==> config.mk <==
export PLATFORM = sky130hd
export DESIGN_NAME = srecord_s1_parser_top
export DESIGN_NICKNAME = d
export VERILOG_FILES = /design/src/srp_pkg.sv /design/src/srecord_s1_parser_top.sv /design/src/srp_out_buf.sv
export VERILOG_INCLUDE_DIRS = /design/src /design/src/src
export SDC_FILE = /design/constraint.sdc
export NUM_CORES = 1
export LEC_CHECK = 0
export BUFFER_PORTS_ARGS = -buffer_cell sky130_fd_sc_hd__buf_2
export CORE_UTILIZATION = 55
export CTS_CLUSTER_DIAMETER = 40
export DETAILED_ROUTE_END_ITERATION = 8
export PLACE_DENSITY = 0.77
export SLEW_MARGIN = 20
export SYNTH_ARGS = -nofsm -noshare
export SYNTH_HDL_FRONTEND = slang
export SYNTH_SLANG_ARGS = --single-unit
==> constraint.sdc <==
create_clock -name clk -period 4.25 [get_ports clk]
set_input_delay 0.425 -clock clk [delete_from_list [all_inputs] [get_ports clk]]
set_output_delay 0.425 -clock clk [all_outputs]
set_load 0.005 [all_outputs]
==> src/srecord_s1_parser_top_defines.svh <==
// ---------------------------------------------------------------------------
// S1 record parser assertion macros
// Shared concurrent assertion forms, clocked on clk, disabled in reset.
// ---------------------------------------------------------------------------
`ifndef SRECORD_S1_PARSER_TOP_DEFINES_SVH
`define SRECORD_S1_PARSER_TOP_DEFINES_SVH

// Property that must hold at every clock edge.
`define SRP_ASSERT_ALWAYS(lbl, expr, msg) \
    lbl: assert property (@(posedge clk) disable iff (!rst_n) (expr)) \
        else $error(msg);

// Consequent must hold in the cycle after the antecedent.
`define SRP_ASSERT_NEXT(lbl, ante, cons, msg) \
    lbl: assert property (@(posedge clk) disable iff (!rst_n) (ante) |=> (cons)) \
        else $error(msg);

`endif

==> src/srp_pkg.sv <==
// ---------------------------------------------------------------------------
// S1 record parser package
// Result kinds, result record and hex digit decode.
// ---------------------------------------------------------------------------
package srp_pkg;

    typedef enum logic [2:0] {
        KIND_DATA     = 3'd0,
        KIND_OK       = 3'd1,
        KIND_MISMATCH = 3'd2,
        KIND_BADHEX   = 3'd3,
        KIND_SHORT    = 3'd4
    } kind_t;

    typedef struct packed {
        kind_t       kind;
        logic [7:0]  data_byte;
        logic [7:0]  byte_index;
        logic [15:0] load_address;
        logic [7:0]  byte_count;
        logic [7:0]  received_checksum;
    } result_t;

    localparam logic [7:0] COUNT_MIN = 8'd3;

    // bit 4 set: not a hex digit
    function automatic logic [4:0] hex_nibble(input logic [7:0] c);
        logic [4:0] r;
        r = 5'h10;
        if (c inside {[8'h30:8'h39]})
        begin
            r = {1'b0, 4'(c - 8'h30)};
        end
        else if (c inside {[8'h41:8'h46]})
        begin
            r = {1'b0, 4'(c - 8'h41 + 8'd10)};
        end
        else if (c inside {[8'h61:8'h66]})
        begin
            r = {1'b0, 4'(c - 8'h61 + 8'd10)};
        end
        return r;
    endfunction

endpackage

==> src/srecord_s1_parser_top.sv <==
// ---------------------------------------------------------------------------
// S1 record parser
// Decodes one S1-style record, one character per request, into data byte
// and end-of-record status results.
// ---------------------------------------------------------------------------
// Input channel: char_code/record_start with in_valid/in_stall. record_start
// marks the first character of a record; it and the next character are the
// type and are skipped. Count, address, data and checksum hex digits follow.
// Output channel: kind plus fields with out_valid/out_stall. A character
// yields zero or one result: one per data byte, and one status at the end
// (ok, checksum mismatch, bad hex character or count below three).
// Results: a result is written into the queue when its character is accepted.
// Throughput: one character per cycle unless in_stall is high; the parser state
// is registered per accepted character; results go into a two-entry queue.
// Stall: while out_stall holds, results collect in the queue; once it holds
// two results, in_stall rises until the receiver takes one.
// Reset: rst_n clears the parser to idle (waiting for record_start) and
// empties the result queue.
// ---------------------------------------------------------------------------
module srecord_s1_parser_top (
    input  logic        clk,
    input  logic        rst_n,
    input  logic        in_valid,
    output logic        in_stall,
    input  logic [7:0]  char_code,
    input  logic        record_start,
    output logic        out_valid,
    input  logic        out_stall,
    output logic [2:0]  kind,
    output logic [7:0]  data_byte,
    output logic [7:0]  byte_index,
    output logic [15:0] load_address,
    output logic [7:0]  byte_count,
    output logic [7:0]  received_checksum
);
    import srp_pkg::*;

    typedef enum logic [2:0] {
        PH_IDLE  = 3'd0,
        PH_SKIP  = 3'd1,
        PH_COUNT = 3'd2,
        PH_ADDR  = 3'd3,
        PH_DATA  = 3'd4,
        PH_CSUM  = 3'd5
    } phase_t;

    phase_t      phase_reg,         phase_next;
    logic [1:0]  skip_left_reg,     skip_left_next;
    logic        odd_nibble_reg,    odd_nibble_next;
    logic [3:0]  high_nibble_reg,   high_nibble_next;
    logic [1:0]  field_nibbles_reg, field_nibbles_next;
    logic [7:0]  count_reg,         count_next;
    logic [15:0] address_reg,       address_next;
    logic [7:0]  running_sum_reg,   running_sum_next;
    logic [7:0]  data_left_reg,     data_left_next;
    logic [7:0]  data_index_reg,    data_index_next;

    logic        accept;
    logic        has_result;
    result_t     result;
    result_t     out_data;
    logic        full;
    logic [4:0]  nib;
    logic [7:0]  byte_val;
    logic [1:0]  skip_dec;
    logic [15:0] addr_shift;
    logic [7:0]  left_dec;

    assign accept     = in_valid && !in_stall;
    assign in_stall   = full;
    assign nib        = hex_nibble(char_code);
    assign byte_val   = {high_nibble_reg, nib[3:0]};
    assign skip_dec   = (skip_left_reg != 2'd0) ? skip_left_reg - 2'd1 : 2'd0;
    assign addr_shift = {address_reg[11:0], nib[3:0]};
    assign left_dec   = data_left_reg - 8'd1;

    always_comb
    begin
        phase_next         = phase_reg;
        skip_left_next     = skip_left_reg;
        odd_nibble_next    = odd_nibble_reg;
        high_nibble_next   = high_nibble_reg;
        field_nibbles_next = field_nibbles_reg;
        count_next         = count_reg;
        address_next       = address_reg;
        running_sum_next   = running_sum_reg;
        data_left_next     = data_left_reg;
        data_index_next    = data_index_reg;
        has_result         = 1'b0;
        result             = '0;

        if (record_start)
        begin
            phase_next         = PH_SKIP;
            skip_left_next     = 2'd1;
            odd_nibble_next    = 1'b0;
            high_nibble_next   = 4'd0;
            field_nibbles_next = 2'd0;
            count_next         = 8'd0;
            address_next       = 16'd0;
            running_sum_next   = 8'd0;
            data_left_next     = 8'd0;
            data_index_next    = 8'd0;
        end
        else
        begin
            case (phase_reg)
                PH_SKIP:
                begin
                    skip_left_next = skip_dec;
                    if (skip_dec == 2'd0)
                    begin
                        phase_next = PH_COUNT;
                    end
                end
                PH_COUNT, PH_ADDR, PH_DATA, PH_CSUM:
                begin
                    if (nib[4])
                    begin
                        phase_next  = PH_IDLE;
                        has_result  = 1'b1;
                        result.kind = KIND_BADHEX;
                    end
                    else if (phase_reg == PH_ADDR)
                    begin
                        address_next = addr_shift;
                        if (field_nibbles_reg != 2'd3)
                        begin
                            field_nibbles_next = field_nibbles_reg + 2'd1;
                        end
                        else
                        begin
                            field_nibbles_next = 2'd0;
                            running_sum_next   = running_sum_reg + addr_shift[15:8]
                                                 + addr_shift[7:0];
                            phase_next = (data_left_reg != 8'd0) ? PH_DATA : PH_CSUM;
                        end
                    end
                    else if (!odd_nibble_reg)
                    begin
                        high_nibble_next = nib[3:0];
                        odd_nibble_next  = 1'b1;
                    end
                    else
                    begin
                        odd_nibble_next = 1'b0;
                        if (phase_reg == PH_COUNT)
                        begin
                            count_next = byte_val;
                            if (byte_val < COUNT_MIN)
                            begin
                                phase_next        = PH_IDLE;
                                has_result        = 1'b1;
                                result.kind       = KIND_SHORT;
                                result.byte_count = byte_val;
                            end
                            else
                            begin
                                running_sum_next   = byte_val;
                                data_left_next     = byte_val - COUNT_MIN;
                                data_index_next    = 8'd0;
                                address_next       = 16'd0;
                                field_nibbles_next = 2'd0;
                                phase_next         = PH_ADDR;
                            end
                        end
                        else if (phase_reg == PH_DATA)
                        begin
                            running_sum_next    = running_sum_reg + byte_val;
                            data_index_next     = data_index_reg + 8'd1;
                            data_left_next      = left_dec;
                            if (left_dec == 8'd0)
                            begin
                                phase_next = PH_CSUM;
                            end
                            has_result          = 1'b1;
                            result.kind         = KIND_DATA;
                            result.data_byte    = byte_val;
                            result.byte_index   = data_index_reg;
                            result.load_address = address_reg;
                            result.byte_count   = count_reg;
                        end
                        else
                        begin
                            phase_next  = PH_IDLE;
                            has_result  = 1'b1;
                            result.kind = (byte_val == ~running_sum_reg) ? KIND_OK
                                                                         : KIND_MISMATCH;
                            result.load_address      = address_reg;
                            result.byte_count        = count_reg;
                            result.received_checksum = byte_val;
                        end
                    end
                end
                default:
                begin
                    phase_next = phase_reg;
                end
            endcase
        end
    end

    always_ff @(posedge clk or negedge rst_n)
    begin
        if (!rst_n)
        begin
            phase_reg         <= PH_IDLE;
            skip_left_reg     <= 2'd0;
            odd_nibble_reg    <= 1'b0;
            high_nibble_reg   <= 4'd0;
            field_nibbles_reg <= 2'd0;
            count_reg         <= 8'd0;
            address_reg       <= 16'd0;
            running_sum_reg   <= 8'd0;
            data_left_reg     <= 8'd0;
            data_index_reg    <= 8'd0;
        end
        else if (accept)
        begin
            phase_reg         <= phase_next;
            skip_left_reg     <= skip_left_next;
            odd_nibble_reg    <= odd_nibble_next;
            high_nibble_reg   <= high_nibble_next;
            field_nibbles_reg <= field_nibbles_next;
            count_reg         <= count_next;
            address_reg       <= address_next;
            running_sum_reg   <= running_sum_next;
            data_left_reg     <= data_left_next;
            data_index_reg    <= data_index_next;
        end
    end

    srp_out_buf u_out_buf (
        .clk       (clk),
        .rst_n     (rst_n),
        .push      (accept && has_result),
        .push_data (result),
        .full      (full),
        .out_valid (out_valid),
        .out_stall (out_stall),
        .out_data  (out_data)
    );

    assign kind              = out_data.kind;
    assign data_byte         = out_data.data_byte;
    assign byte_index        = out_data.byte_index;
    assign load_address      = out_data.load_address;
    assign byte_count        = out_data.byte_count;
    assign received_checksum = out_data.received_checksum;

endmodule

==> src/srp_out_buf.sv <==
// ---------------------------------------------------------------------------
// S1 record parser result buffer
// Two-entry result queue between the parser state and the output channel.
// ---------------------------------------------------------------------------
`include "srecord_s1_parser_top_defines.svh"

module srp_out_buf (
    input  logic             clk,
    input  logic             rst_n,
    input  logic             push,
    input  srp_pkg::result_t push_data,
    output logic             full,
    output logic             out_valid,
    input  logic             out_stall,
    output srp_pkg::result_t out_data
);
    import srp_pkg::*;

    result_t    ent_reg [2];
    logic       wr_ptr_reg;
    logic       rd_ptr_reg;
    logic [1:0] count_reg;
    logic [1:0] count_next;
    logic       pop;

    assign pop       = out_valid && !out_stall;
    assign full      = (count_reg == 2'd2);
    assign out_valid = (count_reg != 2'd0);
    assign out_data  = ent_reg[rd_ptr_reg];

    always_comb
    begin
        count_next = count_reg;
        if (push && !pop)
        begin
            count_next = count_reg + 2'd1;
        end
        else if (pop && !push)
        begin
            count_next = count_reg - 2'd1;
        end
    end

    always_ff @(posedge clk or negedge rst_n)
    begin
        if (!rst_n)
        begin
            wr_ptr_reg <= 1'b0;
            rd_ptr_reg <= 1'b0;
            count_reg  <= 2'd0;
        end
        else
        begin
            count_reg <= count_next;
            if (push)
            begin
                wr_ptr_reg <= !wr_ptr_reg;
            end
            if (pop)
            begin
                rd_ptr_reg <= !rd_ptr_reg;
            end
        end
    end

    always_ff @(posedge clk)
    begin
        if (push)
        begin
            ent_reg[wr_ptr_reg] <= push_data;
        end
    end

    `SRP_ASSERT_ALWAYS(a_fill_bound, count_reg != 2'd3, "result queue fill out of range")
    `SRP_ASSERT_ALWAYS(a_no_push_full, !(push && full), "result request pushed while full")
    `SRP_ASSERT_NEXT(a_fill_inc, push && !pop, count_reg == $past(count_reg) + 2'd1, "fill did not grow")
    `SRP_ASSERT_NEXT(a_fill_dec, pop && !push, count_reg == $past(count_reg) - 2'd1, "fill did not shrink")

endmodule

==> impl_metrics.env <==
export IMPL_drc=0
export IMPL_start_util_pct=56.20
export IMPL_cp_required_ps=4610
export IMPL_crit_arrival_ps=4190
export IMPL_r2r_end="running_sum_reg[7]"
export IMPL_power_switching_mw=1.650
export IMPL_synth_edf_count=102
export IMPL_clkLatencyLatePin_ps=430
export IMPL_fin_crit_sh_pct=90.10
export IMPL_final_hold_viol_count=2
export IMPL_cp_endpoint="running_sum_reg[7]"
export IMPL_synth_ff_type="edfxtp_1"
export IMPL_coreArea_um2=15200
export IMPL_drtPass1Iterations=5
export IMPL_cap_violations=0
export IMPL_syn_area_um2=8543
export IMPL_relSlewSlack_pct=32.66
export IMPL_path_clk_slew_ps=70
export IMPL_p_clk_share_pct=30.6
export IMPL_numCtsBuffers=17
export IMPL_largest_reg_flops=102
export IMPL_min_period_ps=3829
export IMPL_post_cts_buffers=0
export IMPL_status="finished, violations left"
export IMPL_hold_class="primary input to asynchronous set/reset pin"
export IMPL_antenna_found_initial=0
export IMPL_syn_nets=776
export IMPL_crit_fanout=7
export IMPL_p_seq_share_pct=42.4
export IMPL_post_route_cells_drive_above_1_share_pct=23.53
export IMPL_ir_drop_v=0.0003117
export IMPL_p_sw_share_pct=33.11
export IMPL_dpl_instance_area_um2=9151
export IMPL_io_buffers=65
export IMPL_synth_cell_type_count=66
export IMPL_tightest_slew_ps=1003
export IMPL_fill_cells=1147
export IMPL_grt_pass1_vias=6010
export IMPL_grt_start_max_net_pins=53
export IMPL_cts_resized=0
export IMPL_wl_per_cell_um=19.64
export IMPL_tritoncts="built"
export IMPL_n_antenna_cell=0
export IMPL_cp_startpoint="char_code[0]"
export IMPL_synth_seq_cells=166
export IMPL_startpoint_type="primary input"
export IMPL_postRouteAntennaNets=0
export IMPL_grtUsageTotal_pct=26.28
export IMPL_crit_type="primary input to flip-flop"
export IMPL_yosys_area_top_type="edfxtp_1"
export IMPL_nets=848
export IMPL_synth_cells=731
export IMPL_ys_seq_area_share_pct=54.60
export IMPL_fp_row_count=45
export IMPL_finClkSkew_ps=6.683
export IMPL_p_comb_share_pct=27.0
export IMPL_die_height_um=126.6
export IMPL_vias_per_cell=6.020
export IMPL_synth_top_area_share_pct=35.85
export IMPL_rrSetupSlack_ps=1080
export IMPL_leakage_nw=3.974
export IMPL_wl_um=19720
export IMPL_gr_total_overflow=0
export IMPL_fp_dieW_um=126.6
export IMPL_cts_hold_buf=0
export IMPL_hpwlAfterDp_um=13910
export IMPL_yosys_warnings=0
export IMPL_finalSetupViolCount=0
export IMPL_cts_htree_levels=4
export IMPL_drv_slew=0
export IMPL_fmax_mhz=261.2
export IMPL_grt_pass1_wl_um=31920
export IMPL_synth_avg_cell_area_um2=11.69
export IMPL_fin_setup_tns_ps=0
export IMPL_violations="negative hold slack"
export IMPL_async_reset_ff_share_pct=38.55
export IMPL_clock_root_buffer="clkbuf_16"
export IMPL_p_int_mw=3.333
export IMPL_vias=6044
export IMPL_cts_buffer_depth=2
export IMPL_fin_area_um2=9748
export IMPL_hold_ws_ps=-2.705
export IMPL_drtIter0Drc=471
export IMPL_rsz0062_at_grt="false"
export IMPL_synth_area_leaders="edfxtp_1 36%, dfrtp_1 19%, mux2_2 7.0%"
export IMPL_r2r_cells=12
export IMPL_ioPinCount=66
export IMPL_place_congestion=0.9147
export IMPL_end_kind="flip-flop"
export IMPL_cts_num_sinks=166
export IMPL_area_growth_syn_to_layout_pct=14.10
export IMPL_power_density_nw_per_um2=511.1
export IMPL_p_total_mw=4.983
export IMPL_design_die_area_um2=16040
export IMPL_r2r_start="address_reg[5]"
==> cells by family after synthesis <==
logic type | share of synthesized area (%)
compound gates | 13.08
xor+xnor | 2.563
fa+ha+maj | 5.477
buf+inv | 3.456
flops | 54.60
mux | 7.337
simple gates | 13.49
==> how the worst min path moves through the flow <==
stage                 start           endpoint  slack [ps]  cells after the start
6_report              rst_n  data_index_reg[7]          -3                      1
5_1_grt               rst_n  data_index_reg[7]          40                      1
4_1_cts               rst_n  data_index_reg[7]         200                      1
3_5_place_dp   count_reg[3]       count_reg[3]         470                      2
3_3_place_gp   count_reg[2]       count_reg[2]         460                      2
2_1_floorplan         rst_n     address_reg[0]         130                      0
==> area by class of cell <==
cell class                 count  area (um2)  area share [%]
clock buffer                  18       429.2           4.403
tap                          188       235.2           2.413
timing repair buffer          86       510.5           5.237
sequential                   166        4668           47.89
multi-input combinational    492        3592           36.85
inverter                      40       150.1           1.540
clock inverter                14       162.7           1.669
==> worst max-delay path, cell delays in order <==
cell and delay [ps]:
buf_2 140, inv_1 80, ha_1 210, o21bai_1 170
a21oi_1 140, nand2b_1 190, o21ai_1 170, inv_1 100
fa_1 490, inv_1 40, ha_1 220, fa_1 390
a211oi_1 300, o21bai_1 140, a21oi_1 200, xnor2_1 150
o221ai_1 150, a311o_1 360, a21oi_1 140
==> power by group through the flow <==
stage / registers (mW) / clock network (mW) / logic (mW)
2_1_floorplan: 1.98 / 0 / 1.04
3_3_place_gp: 2.13 / 0 / 1.32
3_5_place_dp: 2.14 / 0 / 1.34
4_1_cts: 2.11 / 1.55 / 1.35
5_1_grt: 2.14 / 1.60 / 1.48
6_report: 2.11 / 1.53 / 1.35
==> Yosys cell counts, types with 6 or more instances <==
master and number:
a21o_1 6, clkbuf_1 26, nand2b_1 9, o31ai_1 20
o21ai_0 24, nor3_1 26, and3_1 9, ha_1 23
edfxtp_1 102, and2_1 35, mux2_2 53, nand3_1 13
inv_1 40, a31oi_1 7, fa_1 9, o21ai_1 8
nand4_1 6, nand2_1 48, a22o_1 20, nor2_1 44
dfrtp_1 64, a21oi_1 36, xnor2_1 17, xor2_1 8
==> stage by stage <==
step                hold slack [ps]  cells  utilization (%)  setup WS [ps]
floorplan                     129.4    731                -          14.93
global placement              459.4    972            60.20          122.4
detailed placement            471.1    972            60.20          107.7
CTS                           199.9   1004            64.09          488.5
global route                  35.62   1004            64.12          37.59
finish                       -2.705   1004            64.12          420.9
==> metal layers <==
layer  track usage (%)  routed length, um
met1             36.50               9107
met5                 0                  0
met2             42.44               9357
met3             4.302                967
met4             8.575                284
==> placed cells by master, fill, tap and decap left out, types with 4 or more instances in the layout <==
cell,instances
o21bai_1,5
and2_1,34
and3_1,9
nor2b_1,4
dfrtp_1,63
a31oi_1,7
nor3_1,26
nand2_1,48
o31ai_1,20
inv_8,5
or3_1,5
nand4_1,6
xnor2_1,17
fa_1,9
buf_2,64
clkbuf_16,17
xor2_1,8
mux2_2,53
o21ai_0,24
o21ai_1,8
edfxtp_1,102
nor2_1,44
clkinv_4,4
a21o_1,6
nand2b_1,9
inv_1,40
buf_4,20
ha_1,23
a211oi_1,5
a21oi_1,36
nand3_1,13
a22o_1,20
Note: power is estimated with default switching activity, not from simulation.
